### src/assert_macros.svh
// Assertion helpers, clocked on clk_i and disabled in reset.
`ifndef ASSERT_MACROS_SVH
`define ASSERT_MACROS_SVH

`define ASSERT_CLK(lbl, prop, msg) \
  lbl: assert property (@(posedge clk_i) disable iff (!rst_ni) prop) else $error(msg);

`define ASSERT_IMPLIES(lbl, ante, cons, msg) \
  lbl: assert property (@(posedge clk_i) disable iff (!rst_ni) (ante) |-> (cons)) else $error(msg);

`endif

### src/ntc_ti_pkg.sv
package ntc_ti_pkg;

  localparam int TABLE_DEPTH      = 64;
  localparam int IDX_W            = $clog2(TABLE_DEPTH);
  localparam int SAMPLES_AVERAGED = 4;
  localparam int AVG_SHIFT        = $clog2(SAMPLES_AVERAGED);
  localparam int ROUND_AVG        = SAMPLES_AVERAGED / 2;

  localparam int CMD_W      = 1;
  localparam int IN_IDX_W   = 6;
  localparam int SAMPLE_W   = 12;
  localparam int POINT_W    = 13;
  localparam int TEMP_W     = 19;
  localparam int ENTRY_W    = POINT_W + TEMP_W;
  localparam int CFG_W      = 7;
  localparam int TEMP_OUT_W = 16;
  localparam int SUM_W      = 14;
  localparam int CNT_W      = 2;
  localparam int CFG_RESET  = 64;

  localparam int FRAC_BITS  = 9;
  localparam int ROUND_TEMP = 512 / 2;
  localparam int RES_W      = TEMP_OUT_W + FRAC_BITS;
  localparam int DIFF_W     = POINT_W + 1;

  localparam int SLOPE_W   = 16;
  localparam int DIV_STEPS = SLOPE_W;
  localparam int DIV_CNT_W = $clog2(DIV_STEPS);
  localparam logic [DIV_CNT_W-1:0] DIV_LAST = DIV_CNT_W'(DIV_STEPS - 1);

  typedef enum logic {
    CMD_LOAD,
    CMD_SAMPLE
  } cmd_e;

  typedef enum logic [3:0] {
    ST_IDLE,
    ST_SRCH_RD,
    ST_SRCH_CMP,
    ST_PAIR_RD,
    ST_PAIR0_CAP,
    ST_PAIR1_CAP,
    ST_DIV,
    ST_MUL,
    ST_SUM,
    ST_DONE
  } state_e;

endpackage

### src/ntc_ti_ram.sv
module ntc_ti_ram #(
  parameter int WIDTH = 32,
  parameter int DEPTH = 64
) (
  input  logic                     clk_i,
  input  logic                     we_i,
  input  logic [$clog2(DEPTH)-1:0] waddr_i,
  input  logic [WIDTH-1:0]         wdata_i,
  input  logic [$clog2(DEPTH)-1:0] raddr_i,
  output logic [WIDTH-1:0]         rdata_o
);

  logic [WIDTH-1:0] mem_q [DEPTH];
  logic [WIDTH-1:0] rdata_q;

  always_ff @(posedge clk_i) begin
    if (we_i) begin
      mem_q[waddr_i] <= wdata_i;
    end
    rdata_q <= mem_q[raddr_i];
  end

  assign rdata_o = rdata_q;

endmodule

### src/ntc_table_interpolation.sv
// Load items and samples that do not end a group are taken without leaving ST_IDLE.
// Group-ending sample: search probes, each ST_SRCH_RD then ST_SRCH_CMP (at most
// ceil(log2(n)) probes for n entries), then ST_PAIR_RD, ST_PAIR0_CAP, ST_PAIR1_CAP,
// 16 divider steps, multiply, sum, output load. An exact hit goes straight to the
// output load, which waits while the output is stalled; input stalls meanwhile.
// Reset clears sample group and output valid, sets entry count to 64; table is unset.
`include "assert_macros.svh"

module ntc_table_interpolation (
  input  logic                                 clk_i,
  input  logic                                 rst_ni,
  input  logic                                 cfg_we_i,
  input  logic [ntc_ti_pkg::CFG_W-1:0]         cfg_wdata_i,
  input  logic                                 in_valid_i,
  output logic                                 in_stall_o,
  input  logic [ntc_ti_pkg::CMD_W-1:0]         command_i,
  input  logic [ntc_ti_pkg::IN_IDX_W-1:0]      entry_index_i,
  input  logic [ntc_ti_pkg::POINT_W-1:0]       entry_point_i,
  input  logic [ntc_ti_pkg::TEMP_W-1:0]        entry_temperature_i,
  input  logic [ntc_ti_pkg::SAMPLE_W-1:0]      sample_i,
  output logic                                 out_valid_o,
  input  logic                                 out_stall_i,
  output logic [ntc_ti_pkg::TEMP_OUT_W-1:0]    temperature_o,
  output logic [ntc_ti_pkg::SAMPLE_W-1:0]      averaged_reading_o
);

  import ntc_ti_pkg::*;

  state_e                state_q, state_d;
  logic [SUM_W-1:0]      sum_q, sum_d;
  logic [CNT_W-1:0]      cnt_q, cnt_d;
  logic [CFG_W-1:0]      tbl_q;
  logic                  out_valid_q, out_valid_d;

  logic [SAMPLE_W-1:0]   avg_q, avg_d;
  logic [IDX_W-1:0]      lo_q, lo_d, hi_q, hi_d;
  logic [POINT_W-1:0]    x0_q, x0_d;
  logic [TEMP_W-1:0]     y0_q, y0_d;
  logic [SLOPE_W-1:0]    quo_q, quo_d;
  logic [POINT_W-1:0]    den_q, den_d;
  logic [POINT_W-1:0]    rem_q, rem_d;
  logic                  neg_q, neg_d;
  logic [DIV_CNT_W-1:0]  dcnt_q, dcnt_d;
  logic [RES_W-1:0]      prod_q, prod_d;
  logic [TEMP_OUT_W-1:0] res_q, res_d;
  logic [TEMP_OUT_W-1:0] temp_out_q;
  logic [SAMPLE_W-1:0]   avg_out_q;
  logic                  out_load;

  logic                  ram_we;
  logic [IDX_W-1:0]      ram_waddr, ram_raddr;
  logic [ENTRY_W-1:0]    ram_rdata;
  logic [POINT_W-1:0]    rd_point;
  logic [TEMP_W-1:0]     rd_temp;

  logic [IDX_W-1:0]      n_last;
  logic [IDX_W:0]        mid_sum;
  logic [IDX_W-1:0]      mid;
  logic [SUM_W-1:0]      sum_new;
  logic [SUM_W:0]        avg_round;
  logic [TEMP_W:0]       hit_sum;
  logic [IDX_W-1:0]      lo_n, hi_n;
  logic [POINT_W:0]      div_diff;
  logic [POINT_W:0]      div_shift;
  logic [SLOPE_W-1:0]    slope;
  logic [DIFF_W-1:0]     dx;
  logic [RES_W-1:0]      dx_ext, slope_ext, res_sum;

  ntc_ti_ram #(
    .WIDTH(ENTRY_W),
    .DEPTH(TABLE_DEPTH)
  ) u_table (
    .clk_i  (clk_i),
    .we_i   (ram_we),
    .waddr_i(ram_waddr),
    .wdata_i({entry_temperature_i, entry_point_i}),
    .raddr_i(ram_raddr),
    .rdata_o(ram_rdata)
  );

  assign rd_point  = ram_rdata[POINT_W-1:0];
  assign rd_temp   = ram_rdata[ENTRY_W-1:POINT_W];
  assign ram_waddr = IDX_W'(32'(entry_index_i) % TABLE_DEPTH);

  always_comb begin
    if (tbl_q < CFG_W'(2)) begin
      n_last = IDX_W'(1);
    end else if (32'(tbl_q) > TABLE_DEPTH) begin
      n_last = IDX_W'(TABLE_DEPTH - 1);
    end else begin
      n_last = IDX_W'(tbl_q - CFG_W'(1));
    end
  end

  assign mid_sum   = {1'b0, lo_q} + {1'b0, hi_q} + (IDX_W+1)'(1);
  assign mid       = mid_sum[IDX_W:1];
  assign sum_new   = sum_q + SUM_W'(sample_i);
  assign avg_round = {1'b0, sum_new} + (SUM_W+1)'(ROUND_AVG);
  assign hit_sum   = {1'b0, rd_temp} + (TEMP_W+1)'(ROUND_TEMP);

  // restoring divider step; a zero divisor yields all ones
  assign div_shift = {rem_q, quo_q[SLOPE_W-1]};
  assign div_diff  = div_shift - {1'b0, den_q};

  assign slope     = neg_q ? SLOPE_W'(-quo_q) : quo_q;
  assign dx        = {2'b00, avg_q} - {1'b0, x0_q};
  assign dx_ext    = {{(RES_W-DIFF_W){dx[DIFF_W-1]}}, dx};
  assign slope_ext = {{(RES_W-SLOPE_W){1'b0}}, slope};
  assign res_sum   = {{(RES_W-TEMP_W){1'b0}}, y0_q} - prod_q + RES_W'(ROUND_TEMP);

  always_comb begin
    state_d     = state_q;
    sum_d       = sum_q;
    cnt_d       = cnt_q;
    avg_d       = avg_q;
    lo_d        = lo_q;
    hi_d        = hi_q;
    x0_d        = x0_q;
    y0_d        = y0_q;
    quo_d       = quo_q;
    den_d       = den_q;
    rem_d       = rem_q;
    neg_d       = neg_q;
    dcnt_d      = dcnt_q;
    prod_d      = prod_q;
    res_d       = res_q;
    out_load    = 1'b0;
    ram_we      = 1'b0;
    ram_raddr   = mid;
    lo_n        = lo_q;
    hi_n        = hi_q;
    out_valid_d = out_valid_q && out_stall_i;

    case (state_q)
      ST_IDLE: begin
        if (in_valid_i) begin
          if (command_i == CMD_LOAD) begin
            ram_we = 1'b1;
          end else if (cnt_q == CNT_W'(SAMPLES_AVERAGED - 1)) begin
            avg_d   = avg_round[AVG_SHIFT +: SAMPLE_W];
            sum_d   = '0;
            cnt_d   = '0;
            lo_d    = '0;
            hi_d    = n_last;
            state_d = ST_SRCH_RD;
          end else begin
            sum_d = sum_new;
            cnt_d = cnt_q + CNT_W'(1);
          end
        end
      end
      ST_SRCH_RD: begin
        ram_raddr = mid;
        state_d   = ST_SRCH_CMP;
      end
      ST_SRCH_CMP: begin
        if ({1'b0, avg_q} == rd_point) begin
          res_d   = TEMP_OUT_W'(hit_sum >> FRAC_BITS);
          state_d = ST_DONE;
        end else begin
          if ({1'b0, avg_q} < rd_point) begin
            hi_n = mid - IDX_W'(1);
          end else begin
            lo_n = mid;
          end
          lo_d = lo_n;
          if (hi_n <= lo_n) begin
            hi_d    = (hi_n == n_last) ? hi_n - IDX_W'(1) : hi_n;
            state_d = ST_PAIR_RD;
          end else begin
            hi_d    = hi_n;
            state_d = ST_SRCH_RD;
          end
        end
      end
      ST_PAIR_RD: begin
        ram_raddr = hi_q;
        state_d   = ST_PAIR0_CAP;
      end
      ST_PAIR0_CAP: begin
        ram_raddr = hi_q + IDX_W'(1);
        x0_d      = rd_point;
        y0_d      = rd_temp;
        state_d   = ST_PAIR1_CAP;
      end
      ST_PAIR1_CAP: begin
        quo_d = SLOPE_W'(y0_q - rd_temp);
        if (rd_point >= x0_q) begin
          den_d = rd_point - x0_q;
          neg_d = 1'b0;
        end else begin
          den_d = x0_q - rd_point;
          neg_d = 1'b1;
        end
        rem_d   = '0;
        dcnt_d  = '0;
        state_d = ST_DIV;
      end
      ST_DIV: begin
        if (!div_diff[POINT_W] || (den_q == '0)) begin
          rem_d = div_diff[POINT_W-1:0];
          quo_d = {quo_q[SLOPE_W-2:0], 1'b1};
        end else begin
          rem_d = div_shift[POINT_W-1:0];
          quo_d = {quo_q[SLOPE_W-2:0], 1'b0};
        end
        dcnt_d = dcnt_q + DIV_CNT_W'(1);
        if (dcnt_q == DIV_LAST) begin
          state_d = ST_MUL;
        end
      end
      ST_MUL: begin
        prod_d  = dx_ext * slope_ext;
        state_d = ST_SUM;
      end
      ST_SUM: begin
        res_d   = res_sum[FRAC_BITS +: TEMP_OUT_W];
        state_d = ST_DONE;
      end
      ST_DONE: begin
        if (!out_valid_q || !out_stall_i) begin
          out_load    = 1'b1;
          out_valid_d = 1'b1;
          state_d     = ST_IDLE;
        end
      end
      default: begin
        state_d = ST_IDLE;
      end
    endcase
  end

  always_ff @(posedge clk_i or negedge rst_ni) begin
    if (!rst_ni) begin
      state_q     <= ST_IDLE;
      sum_q       <= '0;
      cnt_q       <= '0;
      tbl_q       <= CFG_W'(CFG_RESET);
      out_valid_q <= 1'b0;
      dcnt_q      <= '0;
    end else begin
      state_q     <= state_d;
      sum_q       <= sum_d;
      cnt_q       <= cnt_d;
      out_valid_q <= out_valid_d;
      dcnt_q      <= dcnt_d;
      if (cfg_we_i) begin
        tbl_q <= cfg_wdata_i;
      end
    end
  end

  always_ff @(posedge clk_i) begin
    avg_q  <= avg_d;
    lo_q   <= lo_d;
    hi_q   <= hi_d;
    x0_q   <= x0_d;
    y0_q   <= y0_d;
    quo_q  <= quo_d;
    den_q  <= den_d;
    rem_q  <= rem_d;
    neg_q  <= neg_d;
    prod_q <= prod_d;
    res_q  <= res_d;
    if (out_load) begin
      temp_out_q <= res_q;
      avg_out_q  <= avg_q;
    end
  end

  assign in_stall_o         = (state_q != ST_IDLE);
  assign out_valid_o        = out_valid_q;
  assign temperature_o      = temp_out_q;
  assign averaged_reading_o = avg_out_q;

  `ASSERT_IMPLIES(a_srch_bounds, state_q == ST_SRCH_CMP, hi_q > lo_q, "search bounds collapsed")
  `ASSERT_CLK(a_div_len, (state_q == ST_DIV && dcnt_q == DIV_LAST) |=> (state_q == ST_MUL), "divider overrun")
  `ASSERT_IMPLIES(a_out_src, $rose(out_valid_o), $past(state_q == ST_DONE), "result without lookup")

endmodule

### config.mk
export PLATFORM = sky130hd
export DESIGN_NAME = ntc_table_interpolation
export DESIGN_NICKNAME = d
export VERILOG_FILES = /design/src/ntc_ti_pkg.sv /design/src/ntc_ti_ram.sv /design/src/ntc_table_interpolation.sv
export VERILOG_INCLUDE_DIRS = /design/src /design/src/src
export SDC_FILE = /design/constraint.sdc
export NUM_CORES = 2
export LEC_CHECK = 0
export ABC_CLOCK_PERIOD_IN_PS = 7400
export BUFFER_PORTS_ARGS = -buffer_cell sky130_fd_sc_hd__buf_2
export CELL_PAD_IN_SITES_DETAIL_PLACEMENT = 0
export CELL_PAD_IN_SITES_GLOBAL_PLACEMENT = 1
export CORE_MARGIN = 1
export CORE_UTILIZATION = 46
export CTS_BUF_LIST = sky130_fd_sc_hd__clkbuf_4 sky130_fd_sc_hd__clkbuf_8
export DETAILED_ROUTE_END_ITERATION = 12
export PLACE_DENSITY_LB_ADDON = 0.1
export SYNTH_ARGS = -nofsm -noshare
export SYNTH_HDL_FRONTEND = slang
export SYNTH_HIERARCHICAL = 1
export SYNTH_SLANG_ARGS = --single-unit
### constraint.sdc
create_clock -name clk_i -period 7.4 [get_ports clk_i]
set_input_delay 1.11 -clock clk_i [delete_from_list [all_inputs] [get_ports clk_i]]
set_output_delay 1.11 -clock clk_i [all_outputs]
set_load 0.05 [all_outputs]
Yosys cells after proc, flatten, opt, wreduce, memory -nomap -nowiden

Memories as Yosys holds them, arrays and structs flattened. A register that Yosys moved wholly into a read port is not among the register bits.
Cells that the tools add are included.

Register bits: 200
Bits in latches: 0
RAM bits: 2048
Bits in read-only memories: 0
Input bits: 63
Memories: 1

Memories:

| name          | depth | bits a word | rd ports | clocked after Yosys merged registers in | wr ports | line             | RTL |
|---|---|---|---|---|---|---|---|
| u_table.mem_q | 64    | 32          | 1        | 1                                       | 1        | ntc_ti_ram.sv:13 | `logic [WIDTH-1:0] mem_q [DEPTH];` |

Add/sub/neg operators: 19
$mul: 1
Divide/modulo/power cells: 0
Order comparisons: 5
Eq/ne operators: 20
Shift-type cells: 0
Muxes and demuxes: 50
Bitwise gates (word level): 0
Reductions and logical operators: 17

Operator list:

| cell                                             | number |
|---|---|
| two-way mux 6 bit                                | 18 |
| one-hot mux 16 bit (2 select lines)              | 2 |
| one-hot mux 4 bit (10 select lines)              | 1 |
| one-hot mux 6 bit (2 select lines)               | 3 |
| two-way mux 16 bit                               | 2 |
| two-way mux 13 bit                               | 2 |
| one-hot mux 13 bit (2 select lines)              | 1 |
| subtractor 13 bit                                | 2 |
| adder 25 x 9 -> 25 bit, second input constant    | 1 |
| multiplier 14 x 17 -> 25 bit                     | 1 |
| subtractor 19 x 25 -> 25 bit                     | 1 |
| two-way mux 4 bit                                | 6 |
| adder 19 x 9 -> 20 bit, second input constant    | 1 |
| subtractor 6 x 1 -> 6 bit, second input constant | 3 |
| == test 4 x 3 -> 1 bit, second input constant    | 4 |
| negation 16 bit                                  | 1 |
| subtractor 16 bit                                | 1 |
| adder 14 x 12 -> 14 bit                          | 1 |
| adder 14 x 2 -> 14 bit, second input constant    | 1 |
| two-way mux 14 bit                               | 1 |
| != test 2 bit, second input constant             | 7 |
| subtractor 12 x 13 -> 14 bit                     | 1 |
| subtractor 14 x 13 -> 14 bit                     | 1 |
| == test 12 x 13 -> 1 bit                         | 1 |
| other kinds (29)                                 | 49 |

Depth between registers and ports, before layout

Depth after elaboration: 11
Mapped depth: 33
Mapped depth without buffers: 32

Cells and area by module

The synthesis kept the hierarchy.

By module, submodules not included:

| module                  | times used | cells each | area an instance (µm²) |
|---|---|---|---|
| ntc_ti_ram              | 1          | 3324       | 78515.3 |
| ntc_table_interpolation | 1          | 2093       | 20116.8 |

Worst setup path before layout

No wires, ideal clock.

Path kind: register to register
From: register x0_q[1]
To: register prod_q[24], data pin
Library setup time: 0.269 ns
Arrival: 7.720 ns
Data required time: 7.131 ns
Path slack: -0.589 ns
Stages on the path, launching flop included: 31
Buffers on the path: 0
Clock period less this slack: 7.989 ns
Cells stage by stage: edfxtp_1 inv_1 ha_1 nor2b_1 o31a_1 o21ai_0 a21oi_1 a311oi_1 a21oi_1 xor2_1 nand2_1 fa_1 fa_1 inv_1 fa_1 fa_1 fa_1 inv_1 fa_1 inv_1 ha_1 and4_1 nand3_1 a211o_1 nand3_1 o21a_1 a41o_1 o21a_1 o21a_1 nor2_1 xor3_1

Word-level cells in the longest chain between the ends: 2

Ends and longest elaborated chain:

| what                         | line                           | RTL |
|---|---|---|
| start, declared              | ntc_table_interpolation.sv:37  | `logic [POINT_W-1:0] x0_q, x0_d;` |
| start signal, assigned       | ntc_table_interpolation.sv:257 | `x0_q <= x0_d;` |
| subtractor 12 x 13 -> 14 bit | ntc_table_interpolation.sv:106 | `assign dx = {2'b00, avg_q} - {1'b0, x0_q};` |
| multiplier 14 x 17 -> 25 bit | ntc_table_interpolation.sv:213 | `prod_d = dx_ext * slope_ext;` |
| end signal, assigned         | ntc_table_interpolation.sv:263 | `prod_q <= prod_d;` |
| end, declared                | ntc_table_interpolation.sv:44  | `logic [RES_W-1:0] prod_q, prod_d;` |

No other way between the ends.
A chain may end at the register's enable or synchronous reset.

Worst setup path after layout

From: register avg_q[0]
To: register prod_q[24], data pin

Word-level cells in the longest chain between the ends: 2

Ends and longest elaborated chain:

| what                         | line                           | RTL |
|---|---|---|
| start, declared              | ntc_table_interpolation.sv:35  | `logic [SAMPLE_W-1:0] avg_q, avg_d;` |
| start signal, assigned       | ntc_table_interpolation.sv:254 | `avg_q <= avg_d;` |
| subtractor 12 x 13 -> 14 bit | ntc_table_interpolation.sv:106 |  |
| multiplier 14 x 17 -> 25 bit | ntc_table_interpolation.sv:213 |  |

No other way between the ends.

==> impl_metrics.ini <==
[floorplanning]
die_x_um = 465
die_h_um = 465
start_util_pct = 46.4
die-area_mm2 = 0.216
row_count = 169
io_pins = 93
core_area_mm2 = 0.213

[setup_path]
crit_family = adder cells
cp_data_required_time_ns = 8.19
rr_worst_depth = 30
rr_endpoint = prod_q[24]
reg2reg_from = avg_q[0]
critPathLaunchType = flop
critPathKind = reg2reg
cp-end-kind = flop
worstPathArrival_ns = 8.39
crit_buf_inv = 4
cp_max_fo = 7
crit_slowest_cell = fa_1
slowest_delay_ns = 0.53
r2r_slack_ns = -0.20
crit_top_cell = fa_1

[route]
wl_per_cell_um = 29.2
drt-total-wl_mm = 268
num_vias = 52500
dr.pass1.iters = 6
drtIter0Drc = 5089
drc = 0
ant_nets = 0
vias_per_cell = 5.74

[place]
gp_congestion = 0.832
post-place-ws_ns = -0.444
dp_hpwl_mm = 162
io_buffers = 92

[global_routing]
grt_start_max_net_pins = 88
antenna_found_initial = 25
grt_pass1_wl_mm = 384
grt_pass1_vias = 54500
gr-total-overflow = 0
grt_usage_pct = 24.8

[final_layout]
nFillCells = 17200
drive_above_1_share_pct = 28.1
layout_commonest_cell = edfxtp_1
final_cell_mix = 2216 x edfxtp_1, 544 x mux4_2, 392 x clkbuf_8
seqCellArea_mm2 = 0.0680
multi_input_comb_area_mm2 = 0.0295
nets = 6491
syn_to_final_growth_pct = 14.4

[synth]
syn_area_mm2 = 0.0986
yosysWarningCount = 6
synth-async-reset-ratio_pct = 1.40
synth_cells = 5417
ys.flop_type = edfxtp_1
ys_seq_elements = 2280
syn_avg_cell_area_um2 = 18.2
ys_seq_area_share_pct = 68.9
synth_enable_flop_cells = 2216
synth.distinct_cells = 85
synth_nets = 5870

[clock_tree]
cts_root_buf = clkbuf_8
numCtsBuffers = 387
insertion_delay_ns = 1.11
htree_levels = 5
cts_hold_buf = 0
cts_tree = built
clock_sinks = 2280
clockBufferDepth = 4
clk_pin_slew_ns = 0.06

[sta]
worst_slew_pin_slew_ns = 1.26
drv_slew = 0
final_hold_viol_count = 0
hold-worst-slack_ns = 0.139
min_period_over_period_pct = 103
clock_skew_ns = 0.0729
fmax_mhz = 132
setup_tns_ns = -0.251
max_slew_margin_pct = 15.8
period_needed_ns = 7.60
setup_ws_ns = -0.201
grt_setup_unrepaired = true
setup_viol = 2

[run_status]
violations = setup timing
outcome = finished, violations left

[flow_run]
maxCapViolCount = 0

[worst_hold_path]
hold_class = in2async
[cells by family (layout without fill, tap and decap cells)]
| logic type | Yosys count | in the layout | synth area share (%) |
|---|---|---|---|
| flops | 2280 | 2280 | 68.9 |
| simple gates | 861 | 861 | 4.00 |
| mux | 661 | 661 | 13.6 |
| compound gates | 555 | 555 | 3.67 |
| buf+inv | 516 | 1414 | 2.17 |
| fa+ha+maj | 390 | 390 | 6.21 |
| xor+xnor | 154 | 154 | 1.38 |
| other cells | 0 | 12 | 0 |
[what timing repair did]
action / in CTS / in global routing
setup endpoints to repair: 8 / 10
endpoints found under the hold margin: 0 / 0
buffers inserted: 9 / 3
pin swaps: 44 / 7
resized for setup: 45 / 24
[sequential cells by signal, indices dropped and copies added, names as in the netlist, 6 cells and up]
register / cells
averaged_reading_o: 12
avg_q: 12
den_q: 13
hi_q: 6
lo_q: 6
prod_q: 25
quo_q: 16
rem_q: 13
res_q: 16
sum_q: 14
tbl_q: 7
temperature_o: 16
u_table/mem_q: 2048
u_table/rdata_o: 32
x0_q: 13
y0_q: 19
[cell usage after synthesis (31+ instances only)]
master	instances	share of area [%]
nand2_1	257	0.98
nand3_1	64	0.32
nor2b_1	48	0.30
xnor2_1	86	0.76
inv_1	281	1.1
mux2i_1	103	1.0
ha_1	224	2.8
nor2_1	294	1.1
mux4_2	544	12
o22ai_1	86	0.55
buf_2	58	0.29
nor3_1	45	0.23
xor2_1	67	0.59
clkbuf_1	122	0.46
dfxtp_1	32	0.65
o21ai_0	85	0.43
a21o_1	35	0.27
and2_1	33	0.21
fa_1	166	3.4
dfrtp_1	31	0.79
edfxtp_1	2216	67
a21oi_1	158	0.80
[how the worst max path moves through the flow]
| stage | start | to | slack, ns | cells past startpoint |
|---|---|---|---|---|
| after floorplan | x0_q[1] | prod_q[24] | 0.01 | 29 |
| after global placement | avg_q[0] | prod_q[23] | -0.46 | 34 |
| final | avg_q[0] | prod_q[24] | -0.20 | 30 |
| after CTS | avg_q[0] | prod_q[24] | -0.21 | 31 |
| after detailed placement | avg_q[0] | prod_q[23] | -0.44 | 31 |
| after global routing | avg_q[1] | prod_q[24] | -0.54 | 30 |
[routing by layer]
metal | part of all wire (%) | up-vias | global-route usage, %
li1 | - | 22700 | -
met1 | 41 | 27700 | 32.9
met2 | 51 | 1707 | 42.7
met3 | 5.5 | 410 | 3.55
met4 | 2.6 | 5 | 7.09
met5 | 0.049 | - | 0
[final cells by class]
type / count / area share [%]
sequential: 2280 / 60.3
inverter: 282 / 0.939
clock inverter: 155 / 0.841
tap: 2821 / 3.13
timing repair buffer: 466 / 3.09
clock buffer: 511 / 5.58
multi-input combinational: 2621 / 26.1
antenna: 12 / 0.0266
[worst reg2reg max path: cells and delay by family (launching register included)]
family,cells,cell delay [ns]
AOI/OAI and AO/OA,8,1.72
DFF,1,0.39
buffers and inverters,4,0.42
xor gates and xnor gates,1,0.21
adders and majority gates,9,3.45
and+or+nand+nor,8,1.13
[per-stage QoR]
stage / area, um2 / util (%) / instances
5_1_grt: 113000 / 53.1 / 9141
2_1_floorplan: 98800 / - / 5417
4_1_cts: 113000 / 53.0 / 9133
3_5_place_dp: 105000 / 49.5 / 8458
6_report: 113000 / 53.1 / 9148
3_3_place_gp: 105000 / 49.5 / 8458
Power is not shown: default switching activity piles up to over one toggle a cycle in this logic, so the estimate is an artifact.
